**src/design/lbpg_pkg.sv**
```systemverilog
`timescale 1ns / 1ps
// ----------------------------------------------------------------------------
// lbpg_pkg
// Shared types, constants and helpers for the laser blanking path generator.
// ----------------------------------------------------------------------------
package lbpg_pkg;

  // coordinate and run widths
  localparam int COORD_BITS   = 16;
  localparam int RUN_BITS     = 7;
  localparam int LANES        = 3;
  localparam int LANE_BITS    = 2;
  localparam int DIV_STEPS    = COORD_BITS;
  localparam int DIV_CNT_BITS = 4;

  typedef logic signed [COORD_BITS-1:0] coord_t;
  typedef logic [COORD_BITS-1:0]        mag_t;
  typedef logic [RUN_BITS-1:0]          count_t;
  typedef logic [1:0]                   reg_idx_t;

  localparam count_t MAX_RUN = 7'd64;

  // register map
  localparam reg_idx_t REG_START_COUNT = 2'd0;
  localparam reg_idx_t REG_START_HOLD  = 2'd1;
  localparam reg_idx_t REG_END_COUNT   = 2'd2;

  localparam count_t RST_START_COUNT = 7'd8;
  localparam count_t RST_START_HOLD  = 7'd3;
  localparam count_t RST_END_COUNT   = 7'd8;

  // run types
  localparam logic OP_START = 1'b0;
  localparam logic OP_END   = 1'b1;

  typedef enum logic [2:0] {
    S_IDLE,
    S_DIV_GO,
    S_DIV_WAIT,
    S_HOLD,
    S_RUN
  } seq_state_t;

  typedef struct packed {
    count_t start_count;
    count_t start_hold_count;
    count_t end_count;
  } cfg_t;

  typedef struct packed {
    logic   start;
    mag_t   dividend;
    count_t divisor;
  } div_req_t;

  typedef struct packed {
    logic   done;
    mag_t   quot;
    count_t rem;
  } div_rsp_t;

  // clamp a run length to the longest supported run
  function automatic count_t sat_count(count_t c);
    return (c > MAX_RUN) ? MAX_RUN : c;
  endfunction

endpackage

```
**src/design/lbpg_cfg_regs.sv**
```systemverilog
`timescale 1ns / 1ps
// ----------------------------------------------------------------------------
// lbpg_cfg_regs
// APB register bank holding the start, hold and end run lengths.
// ----------------------------------------------------------------------------
module lbpg_cfg_regs (
  input  logic              clk,
  input  logic              rst,
  input  logic              psel,
  input  logic              penable,
  input  logic              pwrite,
  input  logic [3:0]        paddr,
  input  logic [31:0]       pwdata,
  output logic [31:0]       prdata,
  output logic              pready,
  output lbpg_pkg::cfg_t    cfg
);
  import lbpg_pkg::*;

  logic     wr_en;
  reg_idx_t idx;

  assign pready = 1'b1;
  assign idx    = paddr[3:2];
  assign wr_en  = psel && penable && pwrite;

  // register writes
  always_ff @(posedge clk) begin
    if (rst) begin
      cfg.start_count      <= RST_START_COUNT;
      cfg.start_hold_count <= RST_START_HOLD;
      cfg.end_count        <= RST_END_COUNT;
    end else if (wr_en) begin
      case (idx)
        REG_START_COUNT: cfg.start_count      <= pwdata[RUN_BITS-1:0];
        REG_START_HOLD:  cfg.start_hold_count <= pwdata[RUN_BITS-1:0];
        REG_END_COUNT:   cfg.end_count        <= pwdata[RUN_BITS-1:0];
        default: ;
      endcase
    end
  end

  // read mux
  always_comb begin
    case (idx)
      REG_START_COUNT: prdata = 32'(cfg.start_count);
      REG_START_HOLD:  prdata = 32'(cfg.start_hold_count);
      REG_END_COUNT:   prdata = 32'(cfg.end_count);
      default:         prdata = '0;
    endcase
  end

endmodule

```
**src/design/lbpg_divider.sv**
```systemverilog
`timescale 1ns / 1ps
// ----------------------------------------------------------------------------
// lbpg_divider
// Restoring divider, one quotient bit per cycle, shared by all three axes.
// ----------------------------------------------------------------------------
module lbpg_divider (
  input  logic                clk,
  input  logic                rst,
  input  lbpg_pkg::div_req_t  req,
  output lbpg_pkg::div_rsp_t  rsp
);
  import lbpg_pkg::*;

  logic                    busy;
  logic                    done;
  logic [DIV_CNT_BITS-1:0] cnt;
  count_t                  rem;
  count_t                  dvs;
  mag_t                    quot;
  logic [RUN_BITS:0]       trial;
  logic                    fits;
  count_t                  rem_next;
  mag_t                    quot_next;

  // one restoring step
  always_comb begin
    trial     = {rem, quot[COORD_BITS-1]};
    fits      = trial >= {1'b0, dvs};
    rem_next  = fits ? RUN_BITS'(trial - {1'b0, dvs}) : trial[RUN_BITS-1:0];
    quot_next = {quot[COORD_BITS-2:0], fits};
  end

  // control
  always_ff @(posedge clk) begin
    if (rst) begin
      busy <= 1'b0;
      done <= 1'b0;
      cnt  <= '0;
    end else begin
      done <= 1'b0;
      if (req.start) begin
        busy <= 1'b1;
        cnt  <= '0;
      end else if (busy) begin
        cnt <= cnt + 1'b1;
        if (cnt == DIV_CNT_BITS'(DIV_STEPS - 1)) begin
          busy <= 1'b0;
          done <= 1'b1;
        end
      end
    end
  end

  // datapath
  always_ff @(posedge clk) begin
    if (req.start) begin
      rem  <= '0;
      quot <= req.dividend;
      dvs  <= req.divisor;
    end else if (busy) begin
      rem  <= rem_next;
      quot <= quot_next;
    end
  end

  assign rsp.done = done;
  assign rsp.quot = quot;
  assign rsp.rem  = rem;

endmodule

```
**src/design/lbpg_seq.sv**
```systemverilog
`timescale 1ns / 1ps
// ----------------------------------------------------------------------------
// lbpg_seq
// Run sequencer: builds the anchor, drives the shared divider once per axis,
// then steps a quotient/remainder accumulator, one point per out_free cycle.
// ----------------------------------------------------------------------------
module lbpg_seq (
  input  logic                clk,
  input  logic                rst,
  input  lbpg_pkg::cfg_t      cfg,
  input  logic                in_valid,
  output logic                in_stall,
  input  logic                opcode,
  input  lbpg_pkg::coord_t    poly [lbpg_pkg::LANES],
  input  lbpg_pkg::coord_t    nb   [lbpg_pkg::LANES],
  input  logic                has_neighbour,
  output logic                out_valid,
  input  logic                out_stall,
  output lbpg_pkg::coord_t    out_x,
  output lbpg_pkg::coord_t    out_y,
  output lbpg_pkg::coord_t    out_z,
  output logic                run_last,
  output lbpg_pkg::div_req_t  div_req,
  input  lbpg_pkg::div_rsp_t  div_rsp
);
  import lbpg_pkg::*;

  seq_state_t           state;
  seq_state_t           state_next;
  logic [LANE_BITS-1:0] lane;
  count_t               hold_left;
  count_t               run_m;
  count_t               k;
  coord_t               lane_a [LANES];
  coord_t               lane_b [LANES];
  logic                 neg    [LANES];
  mag_t                 step_q [LANES];
  count_t               step_r [LANES];
  mag_t                 acc_q  [LANES];
  count_t               acc_r  [LANES];

  count_t               n_sel;
  count_t               hold_sel;
  count_t               m_sel;
  logic [COORD_BITS:0]  mid_sum [LANES];
  coord_t               anc     [LANES];
  coord_t               a_sel   [LANES];
  coord_t               b_sel   [LANES];
  logic [COORD_BITS:0]  diff;
  logic                 diff_neg;
  mag_t                 diff_mag;
  logic [RUN_BITS:0]    r_sum   [LANES];
  logic                 r_wrap  [LANES];
  coord_t               pt      [LANES];
  logic                 pt_last;
  logic                 accept;
  logic                 emit;
  logic                 out_free;

  // run setup from the incoming item
  always_comb begin
    n_sel = sat_count((opcode == OP_END) ? cfg.end_count : cfg.start_count);
    if (opcode == OP_END) begin
      hold_sel = '0;
    end else begin
      hold_sel = (cfg.start_hold_count < n_sel) ? cfg.start_hold_count : n_sel;
    end
    m_sel = n_sel - hold_sel;
    for (int j = 0; j < LANES; j++) begin
      mid_sum[j] = {poly[j][COORD_BITS-1], poly[j]} + {nb[j][COORD_BITS-1], nb[j]};
      anc[j]     = has_neighbour ? coord_t'(mid_sum[j][COORD_BITS:1]) : poly[j];
      a_sel[j]   = (opcode == OP_END) ? poly[j] : anc[j];
      b_sel[j]   = (opcode == OP_END) ? anc[j]  : poly[j];
    end
  end

  // magnitude and sign of the span for the axis being divided
  always_comb begin
    diff     = {lane_b[lane][COORD_BITS-1], lane_b[lane]}
             - {lane_a[lane][COORD_BITS-1], lane_a[lane]};
    diff_neg = diff[COORD_BITS];
    diff_mag = diff_neg ? COORD_BITS'(-diff) : diff[COORD_BITS-1:0];
  end

  // point values and accumulator carries
  always_comb begin
    for (int j = 0; j < LANES; j++) begin
      r_sum[j]  = {1'b0, acc_r[j]} + {1'b0, step_r[j]};
      r_wrap[j] = r_sum[j] >= {1'b0, run_m};
      if (state == S_HOLD) begin
        pt[j] = lane_a[j];
      end else begin
        pt[j] = lane_a[j] + (neg[j] ? coord_t'(-acc_q[j]) : coord_t'(acc_q[j]));
      end
    end
    if (state == S_HOLD) begin
      pt_last = (hold_left == 7'd1) && (run_m == '0);
    end else begin
      pt_last = (k == run_m - 1'b1);
    end
  end

  // next state
  always_comb begin
    state_next = state;
    case (state)
      S_IDLE: begin
        if (in_valid) begin
          if (n_sel == '0) begin
            state_next = S_IDLE;
          end else if (m_sel != '0) begin
            state_next = S_DIV_GO;
          end else begin
            state_next = S_HOLD;
          end
        end
      end
      S_DIV_GO: begin
        state_next = S_DIV_WAIT;
      end
      S_DIV_WAIT: begin
        if (div_rsp.done) begin
          if (lane == LANE_BITS'(LANES - 1)) begin
            state_next = (hold_left != '0) ? S_HOLD : S_RUN;
          end else begin
            state_next = S_DIV_GO;
          end
        end
      end
      S_HOLD: begin
        if (emit && (hold_left == 7'd1)) begin
          state_next = (run_m != '0) ? S_RUN : S_IDLE;
        end
      end
      S_RUN: begin
        if (emit && pt_last) begin
          state_next = S_IDLE;
        end
      end
      default: state_next = S_IDLE;
    endcase
  end

  // control outputs
  always_comb begin
    in_stall         = (state != S_IDLE);
    accept           = (state == S_IDLE) && in_valid;
    out_free         = !out_valid || !out_stall;
    emit             = ((state == S_HOLD) || (state == S_RUN)) && out_free;
    div_req.start    = (state == S_DIV_GO);
    div_req.dividend = diff_mag;
    div_req.divisor  = run_m;
  end

  // state register
  always_ff @(posedge clk) begin
    if (rst) begin
      state <= S_IDLE;
    end else begin
      state <= state_next;
    end
  end

  // run datapath
  always_ff @(posedge clk) begin
    if (accept) begin
      hold_left <= hold_sel;
      run_m     <= m_sel;
      k         <= '0;
      lane      <= '0;
      for (int j = 0; j < LANES; j++) begin
        lane_a[j] <= a_sel[j];
        lane_b[j] <= b_sel[j];
        acc_q[j]  <= '0;
        acc_r[j]  <= '0;
      end
    end
    if (state == S_DIV_GO) begin
      neg[lane] <= diff_neg;
    end
    if ((state == S_DIV_WAIT) && div_rsp.done) begin
      step_q[lane] <= div_rsp.quot;
      step_r[lane] <= div_rsp.rem;
      lane         <= lane + 1'b1;
    end
    if ((state == S_HOLD) && emit) begin
      hold_left <= hold_left - 1'b1;
    end
    if ((state == S_RUN) && emit) begin
      k <= k + 1'b1;
      for (int j = 0; j < LANES; j++) begin
        if (r_wrap[j]) begin
          acc_r[j] <= RUN_BITS'(r_sum[j] - {1'b0, run_m});
          acc_q[j] <= acc_q[j] + step_q[j] + 1'b1;
        end else begin
          acc_r[j] <= r_sum[j][RUN_BITS-1:0];
          acc_q[j] <= acc_q[j] + step_q[j];
        end
      end
    end
  end

  // output register valid
  always_ff @(posedge clk) begin
    if (rst) begin
      out_valid <= 1'b0;
    end else if (emit) begin
      out_valid <= 1'b1;
    end else if (!out_stall) begin
      out_valid <= 1'b0;
    end
  end

  // output register payload
  always_ff @(posedge clk) begin
    if (emit) begin
      out_x    <= pt[0];
      out_y    <= pt[1];
      out_z    <= pt[2];
      run_last <= pt_last;
    end
  end

endmodule

```
**src/design/laser_blanking_path_generator.sv**
```systemverilog
`timescale 1ns / 1ps
// ----------------------------------------------------------------------------
// laser_blanking_path_generator
// Emits blanked laser points leading into or out of a polyline.
// ----------------------------------------------------------------------------
// Usage:
//   Input channel (in_valid/in_stall) takes one run request: opcode picks a
//   start or end run, poly_* is the polyline point, neighbour_* with
//   has_neighbour gives the point the anchor is the floor midpoint with.
//   Output channel (out_valid/out_stall) carries one point per transfer,
//   run_last marks the final point of a run; a zero-length run gives none.
//   Run lengths live in the APB registers start_count (0x0),
//   start_hold_count (0x4) and end_count (0x8); lengths clamp at 64.
// Timing:
//   A run that moves off the anchor first divides each axis span by its count
//   of moving points in the shared 16-step divider, one axis after another,
//   then emits one point per cycle unless the output stalls; a run of held
//   points only skips the divider. in_stall is high for the whole run.
//   A receiver stall freezes the output register and the point stepping.
// Reset:
//   rst is synchronous; it empties the output and restores the run lengths
//   to 8, 3 and 8.
// ----------------------------------------------------------------------------
module laser_blanking_path_generator (
  input  logic                  clk,
  input  logic                  rst,
  input  logic                  psel,
  input  logic                  penable,
  input  logic                  pwrite,
  input  logic [3:0]            paddr,
  input  logic [31:0]           pwdata,
  output logic [31:0]           prdata,
  output logic                  pready,
  input  logic                  in_valid,
  output logic                  in_stall,
  input  logic                  opcode,
  input  lbpg_pkg::coord_t      poly_x,
  input  lbpg_pkg::coord_t      poly_y,
  input  lbpg_pkg::coord_t      poly_z,
  input  lbpg_pkg::coord_t      neighbour_x,
  input  lbpg_pkg::coord_t      neighbour_y,
  input  lbpg_pkg::coord_t      neighbour_z,
  input  logic                  has_neighbour,
  output logic                  out_valid,
  input  logic                  out_stall,
  output lbpg_pkg::coord_t      out_x,
  output lbpg_pkg::coord_t      out_y,
  output lbpg_pkg::coord_t      out_z,
  output logic                  run_last
);
  import lbpg_pkg::*;

  cfg_t     cfg;
  div_req_t div_req;
  div_rsp_t div_rsp;
  coord_t   poly_v [LANES];
  coord_t   nb_v   [LANES];

  // gather axes into lanes
  assign poly_v[0] = poly_x;
  assign poly_v[1] = poly_y;
  assign poly_v[2] = poly_z;
  assign nb_v[0]   = neighbour_x;
  assign nb_v[1]   = neighbour_y;
  assign nb_v[2]   = neighbour_z;

  lbpg_cfg_regs u_cfg (
    .clk     (clk),
    .rst     (rst),
    .psel    (psel),
    .penable (penable),
    .pwrite  (pwrite),
    .paddr   (paddr),
    .pwdata  (pwdata),
    .prdata  (prdata),
    .pready  (pready),
    .cfg     (cfg)
  );

  lbpg_divider u_div (
    .clk (clk),
    .rst (rst),
    .req (div_req),
    .rsp (div_rsp)
  );

  lbpg_seq u_seq (
    .clk           (clk),
    .rst           (rst),
    .cfg           (cfg),
    .in_valid      (in_valid),
    .in_stall      (in_stall),
    .opcode        (opcode),
    .poly          (poly_v),
    .nb            (nb_v),
    .has_neighbour (has_neighbour),
    .out_valid     (out_valid),
    .out_stall     (out_stall),
    .out_x         (out_x),
    .out_y         (out_y),
    .out_z         (out_z),
    .run_last      (run_last),
    .div_req       (div_req),
    .div_rsp       (div_rsp)
  );

endmodule
```
**config.mk**
```make
export PLATFORM = sky130hd
export DESIGN_NAME = laser_blanking_path_generator
export DESIGN_NICKNAME = d
export VERILOG_FILES = /design/src/design/lbpg_pkg.sv /design/src/design/lbpg_cfg_regs.sv /design/src/design/lbpg_divider.sv /design/src/design/lbpg_seq.sv /design/src/design/laser_blanking_path_generator.sv
export SDC_FILE = /design/constraint.sdc
export NUM_CORES = 1
export LEC_CHECK = 0
export ABC_AREA = 1
export BUFFER_PORTS_ARGS = -buffer_cell sky130_fd_sc_hd__clkbuf_2
export CAP_MARGIN = 20
export CORE_ASPECT_RATIO = 1.4
export CORE_MARGIN = 10
export CORE_UTILIZATION = 47
export CTS_CLUSTER_SIZE = 14
export DETAILED_ROUTE_END_ITERATION = 10
export SETUP_SLACK_MARGIN = 0.15
export SLEW_MARGIN = 10
export SYNTH_ARGS = -nofsm -noshare
export SYNTH_HDL_FRONTEND = slang
export SYNTH_SLANG_ARGS = --single-unit
```
**constraint.sdc**
```tcl
create_clock -name clk -period 12.4 [get_ports clk]
set_clock_uncertainty 0.05 [all_clocks]
set_input_delay 3.72 -clock clk [delete_from_list [all_inputs] [get_ports clk]]
set_output_delay 3.72 -clock clk [all_outputs]
set_load 0.02 [all_outputs]
```
==> results of run 1 <==
-- kinds of logic (layout without fill, tap and decap cells) --
group,count (synthesis),in the layout
flip-flops,372,372
buffers and inverters,610,765
AO/OA/AOI/OAI,714,714
AND/OR/NAND/NOR,1776,1776
XOR/XNOR,152,152
adder cells (fa/ha/maj),247,247
other,2,26
-- layout by cell type, fill, tap and decap left out, types with 16 or more instances in the layout --
cell,instances
o211ai_1,30
nor2_1,273
edfxtp_1,332
xor2_1,95
nand3_1,275
conb_1,26
fa_1,18
o21ai_0,291
nand4_1,64
clkbuf_16,43
a21oi_1,251
nand2_1,1007
clkbuf_2,170
dfxtp_1,40
or2_2,26
ha_1,229
a31oi_1,28
o21bai_1,16
a21o_1,23
buf_4,16
inv_1,490
xnor2_1,55
o21ai_1,25
nor3_1,40
-- final cells by class --
| cell class | count | area [sq um] |
|---|---|---|
| inverters | 501 | 1880 |
| repair buffers | 187 | 986 |
| well taps | 825 | 1030 |
| flip-flops and latches | 372 | 10800 |
| clock buffers | 56 | 1170 |
| multi-input cells | 2915 | 16300 |
| fillers | 6235 | 29600 |
| clock inverters | 21 | 208 |
-- metal layers --
layer	share of wire [%]	routed length (um)	track usage, %	vias up
met1	42	36100	27.2	11800
met2	51	43300	42.0	489
met5	0	0	0	-
li1	-	-	-	13300
met3	3.4	2880	2.68	104
met4	3.6	3070	8.51	0
-- sequential cells by signal, summed over array words and instances, names as in the netlist, 16 cells and up, named ones only --
name and count:
u_seq.acc_q 48, u_seq.lane_a 48, u_seq.lane_b 48, u_seq.step_q 48
u_cfg.cfg 21, u_seq.acc_r 21, u_seq.step_r 21, u_div.quot 16
u_seq.out_x 16, u_seq.out_y 16, u_seq.out_z 16
-- where the power goes --
group / leakage (nW) / total (mW) / internal (mW) / switching, mW
clock: 0.663 / 1.26 / 0.733 / 0.529
sequential: 3.46 / 2.17 / 1.85 / 0.314
combinational: 11.0 / 3.95 / 1.34 / 2.61
total: 15.1 / 7.38 / 3.93 / 3.45
-- per-stage QoR --
step	setup slack, ns	util, %	total power [mW]
global route	3.82	52.2	8.01
global placement	3.86	49.9	6.09
finish	3.88	52.2	7.38
detailed placement	3.89	49.9	6.12
floorplan	1.98	-	5.02
CTS	3.89	52.2	7.41
-- critical path, delay by kind of cell --
kind / cells / cell delay, ns
simple gates: 1 / 0.21
buf+inv: 4 / 0.55
compound gates: 1 / 0.28
-- path summary, 6_finish.rpt --
check,startpoint,slack [ns],depth (start not counted),to
setup / recovery,paddr[3],3.88,6,prdata[1]
hold / removal,u_cfg.cfg[5]$_SDFFE_PP0P_,0.44,2,u_cfg.cfg[5]$_SDFFE_PP0P_
setup reg to reg,register,7.87,20,u_div.quot[5]$_DFFE_PP_
hold reg to reg,u_cfg.cfg[5]$_SDFFE_PP0P_,0.44,2,u_cfg.cfg[5]$_SDFFE_PP0P_
==> results.md, run 1 <==
* Pwr dens at 229 nW/um^2
* Most common cell in the netlist: nand2_1
* Gr usage total at 23.0%
* Top-area cell type share of the netlist area at approximately a third
* Via count at roughly 26000
* Number of max-cap violations at 0
* TritonCTS clock tree: yes
* Resized cells post-CTS at 0
* Worst hold margin at 0.441 ns
* Gr ovfl total at 0
* Global-route wire length before repair at 133000 um
* Final Cycle Share at just under 70%
* Final Non-Filler Cells at 4877
* Crit Path Class: in -> out
* CP peak stage delay at 0.28 ns
* Post-Synth XOR/XNOR Area at 4.59%
* Seq/Total Area, Yosys at 36.8%
* Status: finished clean
* Syn Area/Cell at about 7.6 sq um
* H-tree Lvls at 2
* Clock Sinks at 372
* Ant diodes at 0
* Clk pin slew, worst setup/hold paths at 0.06 ns
* Die area at ~73000 sq um
* Startpoint type of the worst setup path: input pin
* Nets at 4407
* Post-Synth Simple-Gate Area at 26.1%
* Clock latency at the later pin of the worst-skew pair at 0.58 ns
* Largest net degree at the start of global routing at 99
* Critical Path Fanout Max at 5
* Synth area leader: edfxtp_1
* Top post-synthesis cells by count: 1009 x nand2_1, 491 x inv_1, 332 x edfxtp_1
* Rows at between 100 and 150
* Register bit count reported by yosys at 372
* Post-synthesis cell count at between 3000 and 4000
* Die height at roughly 320 um
* Drc violations at 0
* Main area contributors after synthesis: edfxtp_1 34%, nand2_1 13%, ha_1 9.8%
* Fin crit period at about 8.5 ns
* Static Leak at approximately 15 nW
* Vias in the first global route at 24500
* Unrepaired setup endpoints after global routing: no
* Syn. warnings at 0
* Area grow syn2layout at 10.2%
* Initial Util at 47.3%
* Hold Fails Final Rpt at 0
* Initial antenna violation count at 0
* Via density at around 5.3
* Mux contribution to synthesized area at 0%
* Critical-path cell list: clkbuf_2 -> inv_1 -> nor2_1 -> inv_1 -> o211ai_1 -> clkbuf_2
* Clock Tree Buf Depth at 3
* Iteration-0 DRC Markers at 1676
* Layout cell share with drive strength beyond 1 at 8.44%
* Sum of negative setup slack at 0 ns
* TritonCTS Buffers at 42
* Least-Margin Pin Slew at 0.990 ns
* Synth Area in Compound Gates at around an eighth
* Post-Synth Adder-Cell Area at 11.0%
* Achievable frequency at 117 MHz
* Post-synth EDFFs at approximately 330
* Largest family of logic cells by synthesized area: simple AND/OR/NAND/NOR gates
* Post-CTS Setup Bufs at 0
* Rel. slew slack at 33.8%
* I/O pins at 225
* CTS Hold Buffers Added at 0
* Die Wd at approximately 230 um
* GPL Wtd Cong at 0.979
* PortBufs at 171
* Distinct cells, synth at 57
* Slew Limit Fails at 0
* Placed Cells incl. Taps at 4799
* Netlist Area Pre-Place at 29300 sq um
* CTS Root Cell: clkbuf_16
* Slowest library cell on the worst path: o211ai_1
* Setup violators final at 0
* Arr. time, crit path at between 4 and 5 ns
* Hold Path Class: reg -> reg
* Fin area at about 32000 sq um
* Routed Antenna Nets at 0
* CP required at between 8 and 9 ns
* DRT Pass-1 Iters at 6
* Async set-reset flop share out of synthesis at 0%
* Worst vdd ir at 94.9 uV
* DPL Wire Length at 68800 um
* Wire per inst at 17.5 um
* Core area at 61900 sq um
* Post-Route WL at roughly 85000 um
* Post-synth top flop: edfxtp_1
* Worst Setup End Kind: output pin
* Post-DP Area at 30900 sq um
(Power assumes the default switching activity.)
==> run 2: changes to the inputs <==
Settings changed: PLACE_DENSITY set to 0.67.
Clock period 12.4 ns to 7.15 ns, I/O delays scaled along.
==> run 2 against run 1 <==
Against the previous run:
- largest cell class unchanged
- first-iteration DRC count up 2.3%
- core utilization down 0.16 points
- sequential power up 73%
- combinational power up 75%
- critical path depth up 23
- worst setup slack worse by 2.6 ns
==> results.md, run 2 (synthesized netlist as in run 1, its figures left out) <==
* Nets at 4408 (was 4407)
* Largest net degree at the start of global routing at 97 (was 99)
* Post-Route WL at 85400 um (was 85300 um)
* Post-place setup slack at 0.747 ns (was 3.89 ns)
* Via count at 26100 (was 25800)
* Area grow syn2layout at 9.91% (was 10.2%)
* CTS Hold Buffers Added at 0 (unchanged)
* Worst vdd ir at 248 uV (was 94.9 uV)
* CP dominant cell by count: nand2_1
* Achievable frequency at 171 MHz
* Worst hold endpoint: u_cfg.cfg[2]$_SDFFE_PP0P_ (was u_cfg.cfg[5]$_SDFFE_PP0P_)
* Die height at 315 um (unchanged)
* Ant diodes at 0 (unchanged)
* Hold Path Cell Cnt at 2 (unchanged)
* Initial antenna violation count at 0 (unchanged)
* PortBufs at 171 (unchanged)
* Wire per inst at 17.5 um (about the same)
* Via density at 5.35 (was 5.28)
* Slew Limit Fails at 0 (unchanged)
* Number of max-cap violations at 0 (unchanged)
* Hold Fails Final Rpt at 0 (unchanged)
* H-tree Lvls at 2 (unchanged)
* Die area at 72900 sq um (unchanged)
* Final worst setup slack at 1.31 ns (was 3.88 ns)
* Fin area at 32200 sq um (was 32300 sq um)
* Setup violators final at 0 (unchanged)
* Global-route wire length before repair at 134000 um (was 133000 um)
* Initial Util at 47.3% (unchanged)
* Rel. slew slack at 36.2% (was 33.8%)
* Clock Sinks at 372 (unchanged)
* Hold wc startpoint: u_cfg.cfg[2]$_SDFFE_PP0P_ (was u_cfg.cfg[5]$_SDFFE_PP0P_)
* Die Wd at 231 um (unchanged)
* Rows at 108 (unchanged)
* Reg-to-Reg End: u_div.quot[5]$_DFFE_PP_ (unchanged)
* DRT Pass-1 Iters at 6 (unchanged)
* Crit Path Class: in -> reg (was in -> out)
* Vias in the first global route at 25200 (was 24500)
* Startpoint type of the worst setup path: input pin (unchanged)
* I/O pins at 225 (unchanged)
* Arr. time, crit path at 6.28 ns (was 4.75 ns)
* Clk pin slew, worst setup/hold paths at 0.06 ns (about the same)
* Hold Path Class: reg -> reg (unchanged)
* Iteration-0 DRC Markers at 1715 (was 1676)
* Least-Margin Pin Slew at 0.946 ns (was 0.990 ns)
* Worst r2r path cells at 20 (unchanged)
* Static Leak at 15.1 nW (about the same)
* Gr ovfl total at 0 (unchanged)
* Final Power at 12.7 mW (was 7.38 mW)
* Slowest library cell on the worst path: fa_1 (was o211ai_1)
* Gr usage total at 22.9% (was 23.0%)
* CP required at 7.59 ns (was 8.63 ns)
* Worst Setup End Kind: register (was output pin)
* Final Cycle Share at 81.7%
* TritonCTS clock tree: yes (unchanged)
* Clock Tree Buf Depth at 3 (unchanged)
* Clock latency at the later pin of the worst-skew pair at 0.56 ns (was 0.58 ns)
* TritonCTS Buffers at 39 (was 42)
* Pwr dens at 394 nW/um^2 (was 229 nW/um^2)
* CTS Root Cell: clkbuf_16 (unchanged)
* Resized cells post-CTS at 0 (unchanged)
* Most common cell after layout, fill and taps aside: nand2_1 (unchanged)
* Post-DP Area at 30900 sq um (about the same)
* Routed Antenna Nets at 0 (unchanged)
* Status: finished clean (unchanged)
* Drc violations at 0 (unchanged)
* DPL Wire Length at 68300 um (was 68800 um)
* Most frequent cells in the layout: 1007 x nand2_1, 490 x inv_1, 332 x edfxtp_1 (unchanged)
* Post-CTS Setup Bufs at 0 (unchanged)
* Core area at 61900 sq um (unchanged)
* Layout cell share with drive strength beyond 1 at 8.40% (was 8.44%)
* GPL Wtd Cong at 0.957 (was 0.979)
* CP peak stage delay at 0.41 ns (was 0.28 ns)
* R2R Setup Slk at 2.62 ns (was 7.87 ns)
* Unrepaired setup endpoints after global routing: no (unchanged)
* Post-layout util at 52.0% (was 52.2%)
* Sum of negative setup slack at 0 ns (unchanged)
* Critical Path Fanout Max at 16 (was 5)
* Fillers at 6152 (was 6235)
* Fin crit period at 5.84 ns
==> run 2: cell count changes in the layout (fill, tap and decap cells not counted), moves of 2 or more <==
cell        delta
clkbuf_1       -4
clkbuf_16      -4
clkinv_2       +4
buf_4          +3
clkbuf_8       -2
clkinvlp_4     -2
inv_6          -2
==> run 2: critical path: cells and delay by family <==
kind	cells	cell delay (ns)
simple gates	15	1.67
fa+ha+maj	3	0.93
compound gates	4	0.73
buf+inv	6	0.59
xor+xnor	1	0.21
==> run 2: final cells by class <==
class / instances / area [sq um] / share of cell area, %
Clock buffer: 46 / 1030 / 3.21
Clock inverter: 22 / 201 / 0.626
Inverter: 501 / 1880 / 5.84
Multi-Input combinational cell: 2915 / 16200 / 50.4
Sequential cell: 372 / 10800 / 33.4
Tap cell: 825 / 1030 / 3.21
Timing Repair Buffer: 191 / 1040 / 3.23
==> run 2: power breakdown <==
group | switching (mW) | internal, mW | leakage [nW] | total (mW)
Clock | 0.885 | 1.14 | 0.602 | 2.03
Sequential | 0.538 | 3.21 | 3.46 | 3.75
Combinational | 4.56 | 2.35 | 11.0 | 6.91
Total | 5.98 | 6.70 | 15.1 | 12.7
==> run 2: worst max path at each step <==
stage          startpoint                              end  slack, ns
2_1_floorplan    in_valid  u_seq.acc_q[0][0]$_SDFFCE_PN0P_       0.24
3_3_place_gp       opcode      u_seq.state[1]$_SDFFE_PP0P_       0.77
3_5_place_dp       opcode      u_seq.state[1]$_SDFFE_PP0P_       0.75
4_1_cts            opcode      u_seq.state[1]$_SDFFE_PP0P_       1.31
5_1_grt            opcode      u_seq.state[1]$_SDFFE_PP0P_       0.79
6_report           opcode      u_seq.state[1]$_SDFFE_PP0P_       1.31
==> run 2: through the flow <==
stage          instances  hold slack, ns
6_report            4872           0.451
3_3_place_gp        4802           0.438
5_1_grt             4872           0.483
3_5_place_dp        4802           0.445
4_1_cts             4870           0.455
2_1_floorplan       3897           0.393
==> run 2: routing by layer <==
metal	track usage (%)	part of all wire, %	vias to the layer above
met1	26.4	40	12000
li1	-	-	13300
met2	41.7	51	643
met3	2.58	4.3	174
met4	11.0	5.0	0
met5	0	0	-
==> run 3: changes to the inputs <==
Clock period 7.15 ns to 4.9 ns, I/O delays scaled along.
==> run 3 against run 2 <==
Against the previous run:
- global-route usage is 0.23 points higher
- core utilization is 1.2 points higher
- critical path type unchanged
- combinational power is 49% higher
- power is 50% higher
- highest routed layer unchanged
- sequential power is 44% higher
- hold slack worse by 0.012 ns
- via count is 0.72% higher
- flip-flop and latch count stayed put
- largest power group unchanged
- first-iteration DRC count is 8.7% higher
==> results.md, run 3 (synthesized netlist as in run 1, its figures left out) <==
* Initial Util at 47.3% (unchanged)
* Pwr dens at 578 nW/um^2 (was 394 nW/um^2)
* Slew Limit Fails at 0 (unchanged)
* Fin area at 32900 sq um (was 32200 sq um)
* Wire per inst at 17.4 um (was 17.5 um)
* Largest net degree at the start of global routing at 104 (was 97)
* Most frequent cells in the layout: 1004 x nand2_1, 489 x inv_1, 332 x edfxtp_1 (was 1007 x nand2_1, 490 x inv_1, 332 x edfxtp_1)
* Vias in the first global route at 25300 (was 25200)
* Fillers at 6080 (was 6152)
* Iteration-0 DRC Markers at 1864 (was 1715)
* Sum of negative setup slack at 0 ns (unchanged)
* Gr usage total at 23.2% (was 22.9%)
* Routed Antenna Nets at 0 (unchanged)
* Post-DP Area at 31300 sq um (was 30900 sq um)
* Die area at 72900 sq um (unchanged)
* DRT Pass-1 Iters at 6 (unchanged)
* R2R Setup Slk at 0.98 ns (was 2.62 ns)
* Fin crit period at 4.50 ns
* CTS Hold Buffers Added at 0 (unchanged)
* TritonCTS clock tree: yes (unchanged)
* I/O pins at 225 (unchanged)
* Slowest library cell on the worst path: ha_1 (was fa_1)
* Final Cycle Share at 91.8%
* Via count at 26200 (was 26100)
* DPL Wire Length at 69300 um (was 68300 um)
* Hold Fails Final Rpt at 0 (unchanged)
* Most common cell after layout, fill and taps aside: nand2_1 (unchanged)
* H-tree Lvls at 2 (unchanged)
* TritonCTS Buffers at 42 (was 39)
* Layout cell share with drive strength beyond 1 at 10.5% (was 8.40%)
* Achievable frequency at 222 MHz
* Die height at 315 um (unchanged)
* Static Leak at 15.4 nW (was 15.1 nW)
* Post-Route WL at 85900 um (was 85400 um)
* Die Wd at 231 um (unchanged)
* CP dominant cell by count: nand2_1 (unchanged)
* Status: finished clean (unchanged)
* Worst vdd ir at 323 uV (was 248 uV)
* Hold Path Class: reg -> reg (unchanged)
* Clock Tree Buf Depth at 3 (unchanged)
* Gr ovfl total at 0 (unchanged)
* CP peak stage delay at 0.35 ns (was 0.41 ns)
* Arr. time, crit path at 4.98 ns (was 6.28 ns)
* CTS Root Cell: clkbuf_16 (unchanged)
* Ant diodes at 0 (unchanged)
* Unrepaired setup endpoints after global routing: no (unchanged)
* Worst Setup End Kind: register (unchanged)
* Rows at 108 (unchanged)
* PortBufs at 171 (unchanged)
* Via density at 5.32 (was 5.35)
* Global-route wire length before repair at 134000 um (about the same)
* Clock latency at the later pin of the worst-skew pair at 0.59 ns (was 0.56 ns)
* GPL Wtd Cong at 0.948 (was 0.957)
* Crit Path Class: in -> reg (unchanged)
* CP required at 5.38 ns (was 7.59 ns)
* Rel. slew slack at 38.1% (was 36.2%)
* Clk pin slew, worst setup/hold paths at 0.06 ns (about the same)
* Startpoint type of the worst setup path: input pin (unchanged)
* Core area at 61900 sq um (unchanged)
* Clock Sinks at 372 (unchanged)
* Least-Margin Pin Slew at 0.926 ns (was 0.946 ns)
* Area grow syn2layout at 12.4% (was 9.91%)
* Initial antenna violation count at 0 (unchanged)
* Critical Path Fanout Max at 7 (was 16)
* Nets at 4465 (was 4408)
* Number of max-cap violations at 0 (unchanged)
* Setup violators final at 0 (unchanged)
* Drc violations at 0 (unchanged)
## run 3: cell count changes in the layout (fill, tap and decap cells not counted), sizes merged
cell      change
inv           +3
clkbuf        +2
bufinv        +3
buf          +54
clkinvlp      +1
## run 3: path summary, 6_finish.rpt
path	start	endpoint	cells after the start
worst min register to register	u_cfg.cfg[5]$_SDFFE_PP0P_	u_cfg.cfg[5]$_SDFFE_PP0P_	2
worst min-delay path	u_cfg.cfg[5]$_SDFFE_PP0P_	u_cfg.cfg[5]$_SDFFE_PP0P_	2
worst max register to register	register	u_div.quot[12]$_DFFE_PP_	20
worst max-delay path	opcode	u_seq.state[1]$_SDFFE_PP0P_	31
## run 3: routing by layer
| layer | wire length (um) | vias to the layer above | track usage, % |
|---|---|---|---|
| met3 | 3740 | 183 | 2.82 |
| met1 | 35000 | 12000 | 27.0 |
| li1 | - | 13400 | - |
| met2 | 43000 | 660 | 41.5 |
| met5 | 0 | - | 0 |
| met4 | 4170 | 0 | 11.3 |
## run 3: power by group
group          switching [mW]  internal [mW]  total, mW
combinational            6.85           3.49       10.3
clock                    1.35           1.94       3.30
sequential              0.718           4.68       5.40
total                    8.92           10.1       19.0
## run 3: metrics by stage
step	hold WS (ns)	utilization, %	cells	total power, mW	setup WS (ns)
5_1_grt	0.467	53.2	4935	20.6	0.0408
2_1_floorplan	0.393	-	3897	12.7	0.150
3_3_place_gp	0.426	50.6	4848	15.5	-0.311
3_5_place_dp	0.429	50.6	4848	15.7	-0.359
4_1_cts	0.439	52.9	4925	19.0	0.237
6_report	0.439	53.2	4935	19.0	0.400
## run 3: critical path, delay by kind of cell
family	cells	cell delay, ns
simple gates	14	1.36
compound gates	7	0.91
fa+ha+maj	2	0.63
buf+inv	8	0.59
## run 3: what timing repair did
item                                    in CTS  in global routing
endpoints found under the setup margin       0                  5
buffers inserted                             0                 10
resized for setup                            0                 32
## run 3: final cells by class
| type | count | area (sq um) | area share [%] |
|---|---|---|---|
| clock inverters | 29 | 335 | 1.02 |
| flip-flops and latches | 372 | 10800 | 32.7 |
| well taps | 825 | 1030 | 3.13 |
| multi-input cells | 2915 | 16400 | 49.7 |
| inverters | 501 | 1880 | 5.71 |
| repair buffers | 245 | 1470 | 4.45 |
| clock buffers | 48 | 1090 | 3.32 |
